[src/rtl/recc_pkg.sv]
// Package with the shared constants of the relay endurance cycle controller.
`timescale 1ns / 1ps

package recc_pkg;

  // Widths of the configuration registers and counters.
  localparam int OnW     = 16;
  localparam int StuckW  = 15;
  localparam int BuzzW   = 17;
  localparam int ShortW  = 10;
  localparam int CountW  = 32;
  localparam int CfgIdxW = 3;
  localparam int CfgW    = 17;
  localparam int InW     = 8;
  localparam int OutW    = 40;

  // Register indexes on the configuration port.
  typedef enum logic [CfgIdxW-1:0] {
    REG_ON_TICKS        = 3'd0,
    REG_PERIOD_TICKS    = 3'd1,
    REG_STUCK_LIMIT     = 3'd2,
    REG_BUZZER_PERIOD   = 3'd3,
    REG_BUZZER_ON_FROM  = 3'd4,
    REG_LED_HALF_PERIOD = 3'd5,
    REG_START_BEEP      = 3'd6,
    REG_FAULT_BEEP      = 3'd7
  } cfg_reg_t;

  // Register values after reset.
  localparam logic [OnW-1:0]    OnTicksRst       = 16'd4000;
  localparam logic [OnW-1:0]    PeriodTicksRst   = 16'd8000;
  localparam logic [StuckW-1:0] StuckLimitRst    = 15'd24000;
  localparam logic [BuzzW-1:0]  BuzzerPeriodRst  = 17'd120000;
  localparam logic [BuzzW-1:0]  BuzzerOnFromRst  = 17'd118000;
  localparam logic [ShortW-1:0] LedHalfPeriodRst = 10'd1000;
  localparam logic [ShortW-1:0] StartBeepRst     = 10'd100;
  localparam logic [ShortW-1:0] FaultBeepRst     = 10'd1000;

  // The cycle count saturates one below this cap.
  localparam logic [CountW-1:0] CycleCap = 32'd4000000000;
  localparam logic [CountW-1:0] CycleMax = CycleCap - 32'd1;

endpackage

[src/rtl/relay_endurance_cycle_controller_top.sv]
// Top level of the relay endurance cycle controller.
`timescale 1ns / 1ps

// Each input item is one timer tick carrying the enable switch and load sensor
// pin levels; each accepted tick yields exactly one result item with the relay,
// low-side, buzzer and LED drive levels, the running and fault flags and the
// saturating count of finished relay cycles, all taken after that tick's update.
// The whole tick update (LED timer, relay phase, stuck-sensor check, buzzer
// timer, switch press, beep countdown) is a single pass of short counter and
// compare logic, so the block takes one item per clock cycle: a tick is
// accepted whenever the output register is empty or is being emptied in the
// same cycle, and its result is registered and appears on the output in the next cycle.
// Configuration registers are written through cfg_we, cfg_index and cfg_data
// and should be changed only while no tick is pending; writes never touch the
// counters, so lowering a period below a running counter restarts it on the
// next tick.  A pressed switch (enable_pin low) starts the sequence and clears
// the count even after a fault, but the fault flag is sticky until reset and
// keeps the low-side drive off.

module relay_endurance_cycle_controller_top (
  input  logic                            clk,
  input  logic                            rst,
  // Tick items in.
  input  logic                            s_tvalid,
  output logic                            s_tready,
  input  logic [recc_pkg::InW-1:0]        s_tdata,   // enable_pin, sensor_pin, zero fill
  // Result items out.
  output logic                            m_tvalid,
  input  logic                            m_tready,
  output logic [recc_pkg::OutW-1:0]       m_tdata,   // relay_drive, low_side_drive,
                                                     // buzzer_drive, led_drive, running,
                                                     // fault_flag, cycle_count, zero fill
  // Configuration writes.
  input  logic                            cfg_we,
  input  logic [recc_pkg::CfgIdxW-1:0]    cfg_index,
  input  logic [recc_pkg::CfgW-1:0]       cfg_data
);

  // Configuration registers.
  logic [recc_pkg::OnW-1:0]    on_ticks;
  logic [recc_pkg::OnW-1:0]    period_ticks;
  logic [recc_pkg::StuckW-1:0] stuck_limit;
  logic [recc_pkg::BuzzW-1:0]  buzzer_period;
  logic [recc_pkg::BuzzW-1:0]  buzzer_on_from;
  logic [recc_pkg::ShortW-1:0] led_half_period;
  logic [recc_pkg::ShortW-1:0] start_beep;
  logic [recc_pkg::ShortW-1:0] fault_beep;

  always_ff @(posedge clk) begin
    if (rst) begin
      on_ticks        <= recc_pkg::OnTicksRst;
      period_ticks    <= recc_pkg::PeriodTicksRst;
      stuck_limit     <= recc_pkg::StuckLimitRst;
      buzzer_period   <= recc_pkg::BuzzerPeriodRst;
      buzzer_on_from  <= recc_pkg::BuzzerOnFromRst;
      led_half_period <= recc_pkg::LedHalfPeriodRst;
      start_beep      <= recc_pkg::StartBeepRst;
      fault_beep      <= recc_pkg::FaultBeepRst;
    end else if (cfg_we) begin
      case (cfg_index)
        recc_pkg::REG_ON_TICKS:        on_ticks        <= cfg_data[recc_pkg::OnW-1:0];
        recc_pkg::REG_PERIOD_TICKS:    period_ticks    <= cfg_data[recc_pkg::OnW-1:0];
        recc_pkg::REG_STUCK_LIMIT:     stuck_limit     <= cfg_data[recc_pkg::StuckW-1:0];
        recc_pkg::REG_BUZZER_PERIOD:   buzzer_period   <= cfg_data[recc_pkg::BuzzW-1:0];
        recc_pkg::REG_BUZZER_ON_FROM:  buzzer_on_from  <= cfg_data[recc_pkg::BuzzW-1:0];
        recc_pkg::REG_LED_HALF_PERIOD: led_half_period <= cfg_data[recc_pkg::ShortW-1:0];
        recc_pkg::REG_START_BEEP:      start_beep      <= cfg_data[recc_pkg::ShortW-1:0];
        recc_pkg::REG_FAULT_BEEP:      fault_beep      <= cfg_data[recc_pkg::ShortW-1:0];
        default: ;
      endcase
    end
  end

  // Controller state.
  logic [recc_pkg::ShortW-1:0] led_ticks, led_ticks_next;
  logic                        led_level, led_level_next;
  logic                        enabled, enabled_next;
  logic                        fault, fault_next;
  logic                        relay_on, relay_on_next;
  logic                        low_side_on, low_side_on_next;
  logic [recc_pkg::OnW-1:0]    phase_ticks, phase_ticks_next;
  logic [recc_pkg::CountW-1:0] cycles, cycles_next;
  logic [recc_pkg::StuckW-1:0] low_run, low_run_next;
  logic [recc_pkg::StuckW-1:0] high_run, high_run_next;
  logic [recc_pkg::BuzzW-1:0]  buzzer_ticks, buzzer_ticks_next;
  logic [recc_pkg::ShortW-1:0] beep_left, beep_left_next;

  logic                        enable_pin;
  logic                        sensor_pin;
  logic                        buzz;
  logic                        raise;
  logic                        in_take;
  logic [recc_pkg::ShortW:0]   led_inc;
  logic [recc_pkg::OnW-1:0]    phase_inc;
  logic [recc_pkg::BuzzW:0]    buzz_inc;

  assign enable_pin = s_tdata[0];
  assign sensor_pin = s_tdata[1];

  // The output register is free when empty or being drained this cycle.
  assign s_tready = !m_tvalid || m_tready;
  assign in_take  = s_tvalid && s_tready;

  always_comb begin
    led_ticks_next    = led_ticks;
    led_level_next    = led_level;
    enabled_next      = enabled;
    fault_next        = fault;
    relay_on_next     = relay_on;
    low_side_on_next  = low_side_on;
    phase_ticks_next  = phase_ticks;
    cycles_next       = cycles;
    low_run_next      = low_run;
    high_run_next     = high_run;
    buzzer_ticks_next = buzzer_ticks;
    beep_left_next    = beep_left;
    raise             = 1'b0;

    // Free-running LED blink timer; the 11-bit sum catches the wrap past 1023.
    led_inc = {1'b0, led_ticks} + 11'd1;
    if (led_inc >= {1'b0, led_half_period}) begin
      led_ticks_next = '0;
      led_level_next = !led_level;
    end else begin
      led_ticks_next = led_inc[recc_pkg::ShortW-1:0];
    end

    phase_inc = phase_ticks + 16'd1;
    if (enabled) begin
      // Relay cycle: on from on_ticks, off and counted at period_ticks.
      phase_ticks_next = phase_inc;
      if (phase_inc >= on_ticks) begin
        relay_on_next = 1'b1;
        if (phase_inc >= period_ticks) begin
          phase_ticks_next = '0;
          relay_on_next    = 1'b0;
          cycles_next      = (cycles >= recc_pkg::CycleMax) ? recc_pkg::CycleMax
                                                            : cycles + 32'd1;
        end
      end
      // Stuck-sensor watch: the run of the current level counts up, the other clears.
      if (!sensor_pin) begin
        high_run_next = '0;
        if (low_run >= stuck_limit) begin
          low_run_next = '0;
          raise        = 1'b1;
        end else begin
          low_run_next = low_run + 15'd1;
        end
      end else begin
        low_run_next = '0;
        if (high_run >= stuck_limit) begin
          high_run_next = '0;
          raise         = 1'b1;
        end else begin
          high_run_next = high_run + 15'd1;
        end
      end
      if (raise) begin
        enabled_next     = 1'b0;
        fault_next       = 1'b1;
        relay_on_next    = 1'b0;
        low_side_on_next = 1'b0;
        beep_left_next   = fault_beep;
      end
    end

    // Repeating buzzer timer that frames the fault alarm window.
    buzz_inc = {1'b0, buzzer_ticks} + 18'd1;
    if (buzz_inc >= {1'b0, buzzer_period}) begin
      buzzer_ticks_next = '0;
    end else begin
      buzzer_ticks_next = buzz_inc[recc_pkg::BuzzW-1:0];
    end

    // A pressed switch (pin low) starts the sequence and clears the count.
    if (!enable_pin) begin
      enabled_next   = 1'b1;
      cycles_next    = '0;
      beep_left_next = start_beep;
    end

    if (beep_left_next != '0) begin
      beep_left_next = beep_left_next - 10'd1;
    end

    buzz = (fault_next && (buzzer_ticks_next >= buzzer_on_from)) || (beep_left_next != '0);
  end

  always_ff @(posedge clk) begin
    if (rst) begin
      led_ticks    <= '0;
      led_level    <= 1'b0;
      enabled      <= 1'b0;
      fault        <= 1'b0;
      relay_on     <= 1'b0;
      low_side_on  <= 1'b1;
      phase_ticks  <= '0;
      cycles       <= '0;
      low_run      <= '0;
      high_run     <= '0;
      buzzer_ticks <= '0;
      beep_left    <= '0;
    end else if (in_take) begin
      led_ticks    <= led_ticks_next;
      led_level    <= led_level_next;
      enabled      <= enabled_next;
      fault        <= fault_next;
      relay_on     <= relay_on_next;
      low_side_on  <= low_side_on_next;
      phase_ticks  <= phase_ticks_next;
      cycles       <= cycles_next;
      low_run      <= low_run_next;
      high_run     <= high_run_next;
      buzzer_ticks <= buzzer_ticks_next;
      beep_left    <= beep_left_next;
    end
  end

  // Result register: holds one item until the consumer takes it.
  always_ff @(posedge clk) begin
    if (rst) begin
      m_tvalid <= 1'b0;
    end else if (in_take) begin
      m_tvalid <= 1'b1;
    end else if (m_tready) begin
      m_tvalid <= 1'b0;
    end
  end

  always_ff @(posedge clk) begin
    if (in_take) begin
      m_tdata <= {2'b00, cycles_next, fault_next, enabled_next, led_level_next, buzz,
                  low_side_on_next, relay_on_next};
    end
  end

  // The fault is sticky until reset.
  assert property (@(posedge clk) disable iff (rst) fault |=> fault)
    else $error("fault flag cleared without reset");

  // The low-side drive is off exactly when a fault has been raised.
  assert property (@(posedge clk) disable iff (rst) low_side_on != fault)
    else $error("low-side drive out of step with fault flag");

  // The relay can only be on while the sequence runs.
  assert property (@(posedge clk) disable iff (rst) relay_on |-> enabled)
    else $error("relay on while sequence disabled");

  // The cycle count never passes its saturation value.
  assert property (@(posedge clk) disable iff (rst) cycles <= recc_pkg::CycleMax)
    else $error("cycle count beyond saturation value");

  // Every accepted tick leaves a result in the output register.
  assert property (@(posedge clk) disable iff (rst) in_take |=> m_tvalid)
    else $error("accepted tick produced no result");

endmodule
[config.mk]
export PLATFORM = sky130hd
export DESIGN_NAME = relay_endurance_cycle_controller_top
export DESIGN_NICKNAME = d
export VERILOG_FILES = /design/src/rtl/recc_pkg.sv /design/src/rtl/relay_endurance_cycle_controller_top.sv
export SDC_FILE = /design/constraint.sdc
export NUM_CORES = 1
export LEC_CHECK = 0
export BUFFER_PORTS_ARGS = -buffer_cell sky130_fd_sc_hd__buf_2
export CORE_MARGIN = 1.5
export CORE_UTILIZATION = 54
export DETAILED_ROUTE_END_ITERATION = 7
export PLACE_DENSITY = 0.81
export SLEW_MARGIN = 20
export SYNTH_ARGS = -nofsm -noshare
export SYNTH_HDL_FRONTEND = slang
export SYNTH_SLANG_ARGS = --single-unit
[constraint.sdc]
create_clock -name clk -period 9.6 [get_ports clk]
set_clock_uncertainty 0.15 [all_clocks]
set_input_delay 0 -clock clk [delete_from_list [all_inputs] [get_ports clk]]
set_output_delay 0 -clock clk [all_outputs]
set_load 0.05 [all_outputs]
==> impl_metrics.tcl, run 1 <==
set metrics [dict create \
    outcome "complete, no violations" \
    worst_path_largest_cell_delay_ns 0.50 \
    route.vias.total 13700 \
    yosysWarningCount 0 \
    max_slew.worst_pin.slew_ns 1.08 \
    rr_startpoint "buzzer_ticks[2]" \
    global_route_usage_sum_pct 27.2 \
    start_util_pct 54.7 \
    worst_skew_pair.late_latency_ns 0.55 \
    htree_levels 1 \
    antenna_found_initial 0 \
    ioPinCount 75 \
    die_h_um 171 \
    critical_path.n_buffers_inverters 1 \
    timing.slew.headroom_pct 27.7 \
    wl_per_instance_um 17.1 \
    drt-initial-drc-count 1124 \
    cts_resized 0 \
    hold_viol 0 \
    grt.overflow.total 0 \
    synth-seq-cells 270 \
    worst_case_clock_buffer_depth 3 \
    portBuffers 66 \
    finalSetupViolCount 0 \
    synthMostInstantiatedCell "sky130_fd_sc_hd__nand2_1" \
    cp_slowest_cell "sky130_fd_sc_hd__or4_1" \
    fmax_ghz 0.160 \
    finalMaxSlewViolations 0 \
    cp-start-kind "flip-flop" \
    antenna_cells 0 \
    detail_route.first_pass.iterations 6 \
    nNetsFinal 2049 \
    synth.top_cell.area_share_pct 30.5 \
    number_of_buffers_created_by_cts 29 \
    static-leakage-power_uw 0.00711 \
    first_global_vias 13000 \
    fp.dieArea_um2 29200 \
    timing.max_cap.violations 0 \
    flow.area_growth_from_synthesis_pct 12.0 \
    drive_above_1_share_pct 9.14 \
    routabilityCongestion 0.890 \
    yosys.cell_types.count 83 \
    synth_common_cells "sky130_fd_sc_hd__nand2_1, sky130_fd_sc_hd__dfxtp_1, sky130_fd_sc_hd__a21oi_1, sky130_fd_sc_hd__nor2_1, sky130_fd_sc_hd__ha_1" \
    synth_ff_type "sky130_fd_sc_hd__dfxtp_1" \
    mappedNetlistArea_um2 15200 \
    power_density_nw_per_um2 152 \
    worstPathMaxFanout 11 \
    clock-root-buffer "sky130_fd_sc_hd__clkbuf_16" \
    row_count 61 \
    timing.critical_path.arrival_ns 6.39 \
    post-route-cell-area_um2 17000 \
    clock_sink_count 270 \
    detail_route.vias_per_cell 5.95 \
    worst_ep_required_time_ns 9.73 \
    grt_pass1_wl_mm 64.7 \
    hold_path.class "primary input to flip-flop" \
    avgSynthCellArea_um2 8.15 \
    crit_path_most_repeated_cell "sky130_fd_sc_hd__a21o_1" \
    maximum_number_of_pins_on_one_net_before_global_route_repair 103 \
    post-cts-setup-buffers 0 \
    detailed_place_hpwl_mm 26.6 \
    rsz0062_at_grt "no" \
    seq_area_frac_synth_pct 38.0 \
    worst_ir_drop_vdd_v 0.000161 \
    hold_start "cfg_data[16]" \
    finalWirelength_mm 39.4 \
    die_extent_in_x_um 171 \
    placement.cell_area_um2 15700 \
    post_cts_hold_buffer_count 28 \
    synth_top_area_cell "sky130_fd_sc_hd__dfxtp_1" \
    finalSetupTns_ns 0 \
    synth-edff-count 38 \
    setup_crit_path_kind "flip-flop to flip-flop" \
    layout_worst_path_cycle_share_pct 65.2 \
    end_kind "flip-flop" \
    min_period_ns 6.26 \
    worst_setup_hold_path_clk_slew_ns 0.06 \
    critical_path.top_delay_family "simple AND/OR/NAND/NOR gates" \
    cts_tree "done" \
    core_region_area_um2 27800 \
    drt.antenna.violating_nets 0 \
    crit_path_start "buzzer_ticks[2]" \
    timing.hold.ws_ns 0.102 \
    leading_post_synthesis_cells_by_cell_area "sky130_fd_sc_hd__dfxtp_1, sky130_fd_sc_hd__ha_1, sky130_fd_sc_hd__edfxtp_1" \
    drcViolationCount 0 \
    async_reset_ff_share_pct 0 \
    number_of_instances_in_the_synthesized_netlist 1865 \
]
## layout by cell type, fill, tap and decap left out, types with 33 or more instances in the layout
| cell type | count |
|---|---|
| sky130_fd_sc_hd__nand2_1 | 285 |
| sky130_fd_sc_hd__dfxtp_1 | 232 |
| sky130_fd_sc_hd__a21oi_1 | 179 |
| sky130_fd_sc_hd__nor2_1 | 164 |
| sky130_fd_sc_hd__ha_1 | 113 |
| sky130_fd_sc_hd__inv_1 | 112 |
| sky130_fd_sc_hd__buf_2 | 65 |
| sky130_fd_sc_hd__nand3_1 | 64 |
| sky130_fd_sc_hd__o21ai_0 | 55 |
| sky130_fd_sc_hd__a211o_1 | 39 |
| sky130_fd_sc_hd__xor2_1 | 39 |
| sky130_fd_sc_hd__edfxtp_1 | 38 |
| sky130_fd_sc_hd__a21o_1 | 36 |
| sky130_fd_sc_hd__nor3_1 | 36 |
| sky130_fd_sc_hd__and3_1 | 33 |
## layout make-up
type                       instances  area [um^2]
sequential                       270         5790
multi-input combinational       1376         8600
timing repair buffer             111          744
clock buffer                      45          888
clock inverter                     8          118
tap                              378          473
fill                            2419        10700
inverter                         115          433
## final timing paths
| path | end | slack, ns | depth (start not counted) |
|---|---|---|---|
| min | buzzer_period[16] | 0.10 | 4 |
| max reg2reg | m_tdata[2] | 3.34 | 28 |
| min reg2reg | low_side_on | 0.30 | 1 |
| max | m_tdata[2] | 3.34 | 28 |
## cells by family (layout without fill, tap and decap cells)
family | count (synthesis) | in the layout | share of synthesized area (%)
xor gates and xnor gates | 65 | 65 | 3.74
other | 1 | 2 | 0.0247
and+or+nand+nor | 731 | 731 | 22.4
adders and majority gates | 113 | 113 | 9.30
muxes | 10 | 10 | 0.666
AOI/OAI and AO/OA | 455 | 455 | 20.1
DFF | 270 | 270 | 38.0
buffers and inverters | 220 | 279 | 5.69
## layer usage
layer / global-route usage [%] / wire length, um / vias up
met3: 3.61 / 2700 / 108
met2: 45.8 / 18200 / 494
met1: 35.3 / 17000 / 6489
met5: 0 / 0 / -
li1: - / - / 6616
met4: 10.9 / 1450 / 0
## worst register-to-register path, delay by kind of cell, from the launching register on
kind,cells,cell delay (ns)
DFF,1,0.42
buffers and inverters,1,0.20
adders and majority gates,2,0.57
xor gates and xnor gates,1,0.21
and+or+nand+nor,11,2.33
AOI/OAI and AO/OA,13,2.08
## sequential cells by signal, indices dropped and copies added (netlist names)
| name | flops |
|---|---|
| start_beep | 10 |
| m_tvalid | 1 |
| cycles | 32 |
| fault | 1 |
| stuck_limit | 15 |
| period_ticks | 16 |
| fault_beep | 10 |
| beep_left | 10 |
| low_side_on | 1 |
| on_ticks | 16 |
| buzzer_period | 17 |
| led_half_period | 10 |
| led_ticks | 10 |
| led_level | 1 |
| enabled | 1 |
| high_run | 15 |
| m_tdata | 38 |
| buzzer_ticks | 17 |
| phase_ticks | 16 |
| relay_on | 1 |
| buzzer_on_from | 17 |
| low_run | 15 |
## report_power, final
group          total [uW]  internal [uW]  switching [uW]  leakage (uW)
clock network        1170            713             457      0.000493
logic                 242           75.1             167       0.00437
registers            1190           1170            14.1       0.00225
## metrics by stage
step / power [uW] / setup slack, ns / std cells / util, %
2_1_floorplan: 1380 / 3.87 / 1866 / -
3_3_place_gp: 1430 / 3.54 / 2222 / 56.7
3_5_place_dp: 1440 / 3.41 / 2222 / 56.7
4_1_cts: 2610 / 3.39 / 2303 / 61.3
5_1_grt: 2680 / 2.92 / 2303 / 61.3
6_report: 2600 / 3.34 / 2303 / 61.3
Note: power is estimated with default switching activity, not from simulation.
==> inputs of run 2 (changes only) <==
==> constraint.sdc (replaced) <==
create_clock -name clk -period 6.5 [get_ports clk]
set_clock_uncertainty 0.15 [all_clocks]
set_input_delay 0 -clock clk [delete_from_list [all_inputs] [get_ports clk]]
set_output_delay 0 -clock clk [all_outputs]
set_load 0.05 [all_outputs]
==> run 2 against run 1 <==
Fmax up 4.1%; combinational power is 50% higher; critical path depth unchanged; non-clock buffer count rose by 8; worst setup slack got worse by 2.9 ns; utilization rose by 0.21 points; sequential power rose by 47%; critical endpoint unchanged; wire length increased by 1.4%; register-to-register slack lost 2.9 ns; flip-flop and latch count is the same; largest cell class unchanged; sequential share of layout area shrank 0.11 points.
==> impl_metrics.tcl, run 2 (same netlist as run 1, synthesis figures left out) <==
set metrics [dict create \
    placement.cell_area_um2 15800 \
    routabilityCongestion 0.927 \
    end_kind "flip-flop" \
    route.vias.total 13800 \
    flow.area_growth_from_synthesis_pct 12.4 \
    finalSetupTns_ns 0 \
    nNetsFinal 2057 \
    htree_levels 1 \
    total_power_uw 3850 \
    min_period_ns 6.02 \
    final_util_pct 61.5 \
    rsz0062_at_grt "no" \
    power_density_nw_per_um2 225 \
    fmax_ghz 0.166 \
    ioPinCount 75 \
    clock-root-buffer "sky130_fd_sc_hd__clkbuf_16" \
    r2r_end "m_tdata[2]" \
    max_slew.worst_pin.slew_ns 1.15 \
    wl_per_instance_um 17.3 \
    fp.dieArea_um2 29200 \
    worst_ep_required_time_ns 6.65 \
    num-fill-cells 2450 \
    timing.final.ws_setup_ns 0.482 \
    grt_pass1_wl_mm 64.8 \
    largest_register_ffs 38 \
    layout_worst_path_cycle_share_pct 92.6 \
    post-cts-setup-buffers 0 \
    registers.top_by_ff_count "m_tdata" \
    largest_registers "m_tdata x38, cycles x32" \
    timing.max_cap.violations 0 \
    worst_case_clock_buffer_depth 3 \
    hold_path.class "primary input to flip-flop" \
    layout_common_cells "sky130_fd_sc_hd__nand2_1, sky130_fd_sc_hd__dfxtp_1, sky130_fd_sc_hd__a21oi_1" \
    worst_path_largest_cell_delay_ns 0.49 \
    detailedPlace.worstSlack_ns 0.500 \
    maximum_number_of_pins_on_one_net_before_global_route_repair 133 \
    worstPathMaxFanout 21 \
    row_count 61 \
    worst_setup_hold_path_clk_slew_ns 0.06 \
    grt.overflow.total 0 \
    worst_hold_path.endpoint "fault" \
    drive_above_1_share_pct 9.47 \
    post-route-cell-area_um2 17100 \
    start_util_pct 54.7 \
    cp-start-kind "flip-flop" \
    core_region_area_um2 27800 \
    timing.slew.headroom_pct 23.1 \
    die_extent_in_x_um 171 \
    antenna_found_initial 0 \
    hold_start "s_tdata[1]" \
    outcome "complete, no violations" \
    portBuffers 66 \
    static-leakage-power_uw 0.00716 \
    timing.reg2reg.setup_slack_ns 0.48 \
    finalSetupViolCount 0 \
    rr_startpoint "buzzer_ticks[0]" \
    cts_resized 0 \
    depth_of_the_most_critical_reg_to_reg_path 28 \
    clock_sink_count 270 \
    finalWirelength_mm 39.9 \
    die_h_um 171 \
    global_route_usage_sum_pct 27.3 \
    first_global_vias 13100 \
    setup_crit_path_kind "flip-flop to flip-flop" \
    cp_slowest_cell "sky130_fd_sc_hd__or4_1" \
    crit_path_start "buzzer_ticks[0]" \
    detail_route.first_pass.iterations 7 \
    mostFrequentLayoutCell "sky130_fd_sc_hd__nand2_1" \
    worst_skew_pair.late_latency_ns 0.56 \
    drt.antenna.violating_nets 0 \
    antenna_cells 0 \
    drcViolationCount 0 \
    hold_viol 0 \
    detail_route.vias_per_cell 5.98 \
    cts_tree "done" \
    number_of_buffers_created_by_cts 29 \
    worst_ir_drop_vdd_v 0.000173 \
    finalMaxSlewViolations 0 \
    detailed_place_hpwl_mm 27.4 \
    post_cts_hold_buffer_count 30 \
    timing.critical_path.arrival_ns 6.17 \
    min_path_cells 7 \
    drt-initial-drc-count 1227 \
]
-- run 2: cell count changes in the layout (fill, tap and decap cells not counted), sizes merged --
| cell | delta |
|---|---|
| buf | +6 |
| dlygate4sd3 | +2 |
| clkbuf | -9 |
| clkinv | +7 |
| bufinv | +2 |
-- run 2: routing by layer --
layer / vias up / part of all wire [%] / global-route usage, %
met5: - / 0 / 0
met4: 0 / 3.8 / 11.1
met3: 118 / 7.2 / 3.96
met2: 527 / 46 / 45.6
met1: 6518 / 43 / 35.6
li1: 6657 / - / -
-- run 2: worst max-delay path by stage --
stage / endpoint / slack (ns) / depth (start not counted)
floorplan: m_tdata[2] / 0.77 / 29
global placement: m_tdata[2] / 0.64 / 27
detailed placement: m_tdata[2] / 0.50 / 27
CTS: m_tdata[2] / 0.48 / 27
global route: m_tdata[2] / 0.002 / 28
finish: m_tdata[2] / 0.48 / 28
-- run 2: worst max-delay path, delay by kind of cell (launching register included) --
family          cells  cell delay (ns)
simple gates       11             2.14
fa+ha+maj           2             0.51
buf+inv             2             0.44
compound gates     12             1.87
flops               1             0.43
xor+xnor            1             0.19
-- run 2: cell type report --
type,instances,area (um^2),share of cell area (%)
repair buffers,119,810,4.73
clock inverters,17,210,1.23
flip-flops and latches,270,5790,33.8
well taps,378,473,2.77
multi-input cells,1376,8590,50.3
clock buffers,36,793,4.64
inverters,115,433,2.53
-- run 2: through the flow --
stage          hold slack, ns  cells
5_1_grt                 0.157   2311
2_1_floorplan         -0.0322   1866
3_5_place_dp            0.123   2228
4_1_cts                0.0980   2311
3_3_place_gp            0.118   2228
6_report                0.118   2311
-- run 2: where the power goes --
| part | switching (uW) | total [uW] | internal [uW] |
|---|---|---|---|
| Sequential | 20.4 | 1750 | 1730 |
| Clock | 677 | 1740 | 1060 |
| Combinational | 251 | 364 | 113 |
| Total | 949 | 3850 | 2900 |
==> inputs of run 3 (changes only) <==
--- a/config.mk
+++ b/config.mk
@@ -10,6 +10,7 @@
 export CORE_UTILIZATION = 54
 export DETAILED_ROUTE_END_ITERATION = 7
 export PLACE_DENSITY = 0.81
+export RECOVER_POWER = 50
 export SLEW_MARGIN = 20
 export SYNTH_ARGS = -nofsm -noshare
 export SYNTH_HDL_FRONTEND = slang
==> run 3 against run 2 <==
The flow now finishes with violations (capacitance limit, slew limit); fmax hardly changed; design area is 0.72% lower; via count is 0.22% lower; sequential share of layout area is 0.24 points higher; cell count stayed put; register-to-register slack hardly changed; utilization is 0.44 points lower; count of clock-buffer cells in the layout stayed put; critical path depth stayed put; worst setup slack better by 0.0052 ns.
==> impl_metrics.tcl, run 3 (same netlist as run 1, synthesis figures left out) <==
set metrics [dict create \
    clock-root-buffer "sky130_fd_sc_hd__clkbuf_16" \
    timing.reg2reg.setup_slack_ns 0.49 \
    finalMaxSlewViolations 166 \
    worst_ir_drop_vdd_v 0.000172 \
    clock_sink_count 270 \
    mostFrequentLayoutCell "sky130_fd_sc_hd__nand2_1" \
    routabilityCongestion 0.927 \
    fp.dieArea_um2 29200 \
    hold_path.class "primary input to flip-flop" \
    maximum_number_of_pins_on_one_net_before_global_route_repair 133 \
    start_util_pct 54.7 \
    row_count 61 \
    power_density_nw_per_um2 226 \
    grt_pass1_wl_mm 64.8 \
    static-leakage-power_uw 0.00699 \
    numPlacedInstances 2228 \
    depth_of_the_most_critical_reg_to_reg_path 28 \
    global_route_usage_sum_pct 27.3 \
    timing.slew.headroom_pct -78.2 \
    setup_crit_path_kind "flip-flop to flip-flop" \
    htree_levels 1 \
    rsz0062_at_grt "no" \
    detail_route.vias_per_cell 5.97 \
    cp_slowest_cell "sky130_fd_sc_hd__or4_1" \
    r2r_end "m_tdata[2]" \
    hold_viol 0 \
    first_global_vias 13100 \
    drt-initial-drc-count 1228 \
    wl_per_instance_um 17.3 \
    number_of_buffers_created_by_cts 29 \
    antenna_cells 0 \
    largest_registers "m_tdata x38, cycles x32" \
    route.vias.total 13800 \
    globalRoute.busiestLayer "met2" \
    ioPinCount 75 \
    detailed_place_hpwl_mm 27.4 \
    layout_common_cells "sky130_fd_sc_hd__nand2_1, sky130_fd_sc_hd__dfxtp_1, sky130_fd_sc_hd__a21oi_1" \
    drt.antenna.violating_nets 0 \
    finalSetupTns_ns 0 \
    grt.overflow.total 0 \
    end_kind "flip-flop" \
    crit_path_start "buzzer_ticks[0]" \
    layout_worst_path_cycle_share_pct 92.5 \
    core_region_area_um2 27800 \
    registers.top_by_ff_count "m_tdata" \
    worstPathMaxFanout 21 \
    worst_setup_hold_path_clk_slew_ns 0.06 \
    die_h_um 171 \
    post-route-cell-area_um2 17000 \
    nNetsFinal 2057 \
    final_cells 2311 \
    finalWirelength_mm 39.9 \
    hold_start "s_tdata[1]" \
    worst_case_clock_buffer_depth 3 \
    fmax_ghz 0.166 \
    worst_setup_path_endpoint "m_tdata[2]" \
    global_route.usage.met2_pct 45.6 \
    outcome "finished, violations left" \
    max_slew.worst_pin.slew_ns 2.67 \
    portBuffers 66 \
    grtUsageMet1_pct 35.6 \
    flow.area_growth_from_synthesis_pct 11.6 \
    die_extent_in_x_um 171 \
    worst_ep_required_time_ns 6.65 \
    drcViolationCount 0 \
    largest_register_ffs 38 \
    finalSetupViolCount 0 \
    min_period_ns 6.01 \
    cts_tree "done" \
    placement.cell_area_um2 15800 \
    detail_route.first_pass.iterations 6 \
    worst_path_largest_cell_delay_ns 0.49 \
    timing.max_cap.violations 3 \
    gr-usage-met3_pct 3.96 \
    failed_checks "capacitance limit, slew limit" \
    timing.critical_path.arrival_ns 6.16 \
    total_power_uw 3840 \
    rr_startpoint "buzzer_ticks[0]" \
    worst_skew_pair.late_latency_ns 0.56 \
    cp-start-kind "flip-flop" \
    antenna_found_initial 0 \
    drive_above_1_share_pct 6.67 \
]
-- run 3: cell count changes in the layout (fill, tap and decap cells not counted) --
cell | previous run | this run
sky130_fd_sc_hd__clkbuf_1 | 4 | 54
sky130_fd_sc_hd__buf_2 | 65 | 23
sky130_fd_sc_hd__buf_4 | 23 | 15
sky130_fd_sc_hd__nor3_1 | 36 | 39
sky130_fd_sc_hd__nor3_2 | 3 | 1
sky130_fd_sc_hd__a2111oi_0 | 0 | 1
sky130_fd_sc_hd__a2111oi_4 | 2 | 1
sky130_fd_sc_hd__nor3_4 | 2 | 1
-- run 3: critical path, delay by kind of cell, from the launching register on --
kind,cells,cell delay (ns)
AO/OA/AOI/OAI,12,1.86
XOR/XNOR,1,0.19
adder cells (fa/ha/maj),2,0.51
buffers and inverters,2,0.44
flip-flops,1,0.43
AND/OR/NAND/NOR,11,2.14
-- run 3: metrics by stage --
step / utilization [%] / hold WS [ns] / setup slack [ns]
detailed placement: 56.8 / 0.123 / 0.500
finish: 61.1 / 0.130 / 0.487
global placement: 56.8 / 0.118 / 0.639
floorplan: - / -0.0322 / 0.770
CTS: 61.5 / 0.0980 / 0.476
global route: 61.1 / 0.157 / 0.00231
-- run 3: cell type report --
type | instances | area [um^2]
Tap cell | 378 | 473
Timing Repair Buffer | 119 | 727
Clock buffer | 36 | 793
Fill cell | 2477 | 10800
Clock inverter | 17 | 210
Multi-Input combinational cell | 1376 | 8550
Sequential cell | 270 | 5790
Inverter | 115 | 433
-- run 3: per-layer routing --
metal	part of all wire, %	wire (um)
met5	0	0
met4	3.9	1570
met3	7.9	3140
met2	45	18100
met1	43	17100
-- run 3: worst min path at each step --
| stage | cells past startpoint | to |
|---|---|---|
| 5_1_grt | 4 | buzzer_period[16] |
| 4_1_cts | 7 | fault |
| 3_3_place_gp | 2 | buzzer_on_from[16] |
| 2_1_floorplan | 1 | buzzer_on_from[10] |
| 3_5_place_dp | 2 | buzzer_on_from[16] |
| 6_report | 7 | fault |
-- run 3: power breakdown --
| group | total [uW] | switching [uW] | internal [uW] |
|---|---|---|---|
| Sequential | 1750 | 20.8 | 1730 |
| Combinational | 358 | 250 | 108 |
| Clock | 1730 | 676 | 1060 |
| Total | 3840 | 946 | 2900 |
-- run 3: what timing repair did --
| item | in CTS | in global routing |
|---|---|---|
| hold endpoints to repair | 150 | 0 |
| hold buffers | 30 | 0 |
| buffers inserted | 0 | 0 |
| gates resized for setup | 0 | 0 |
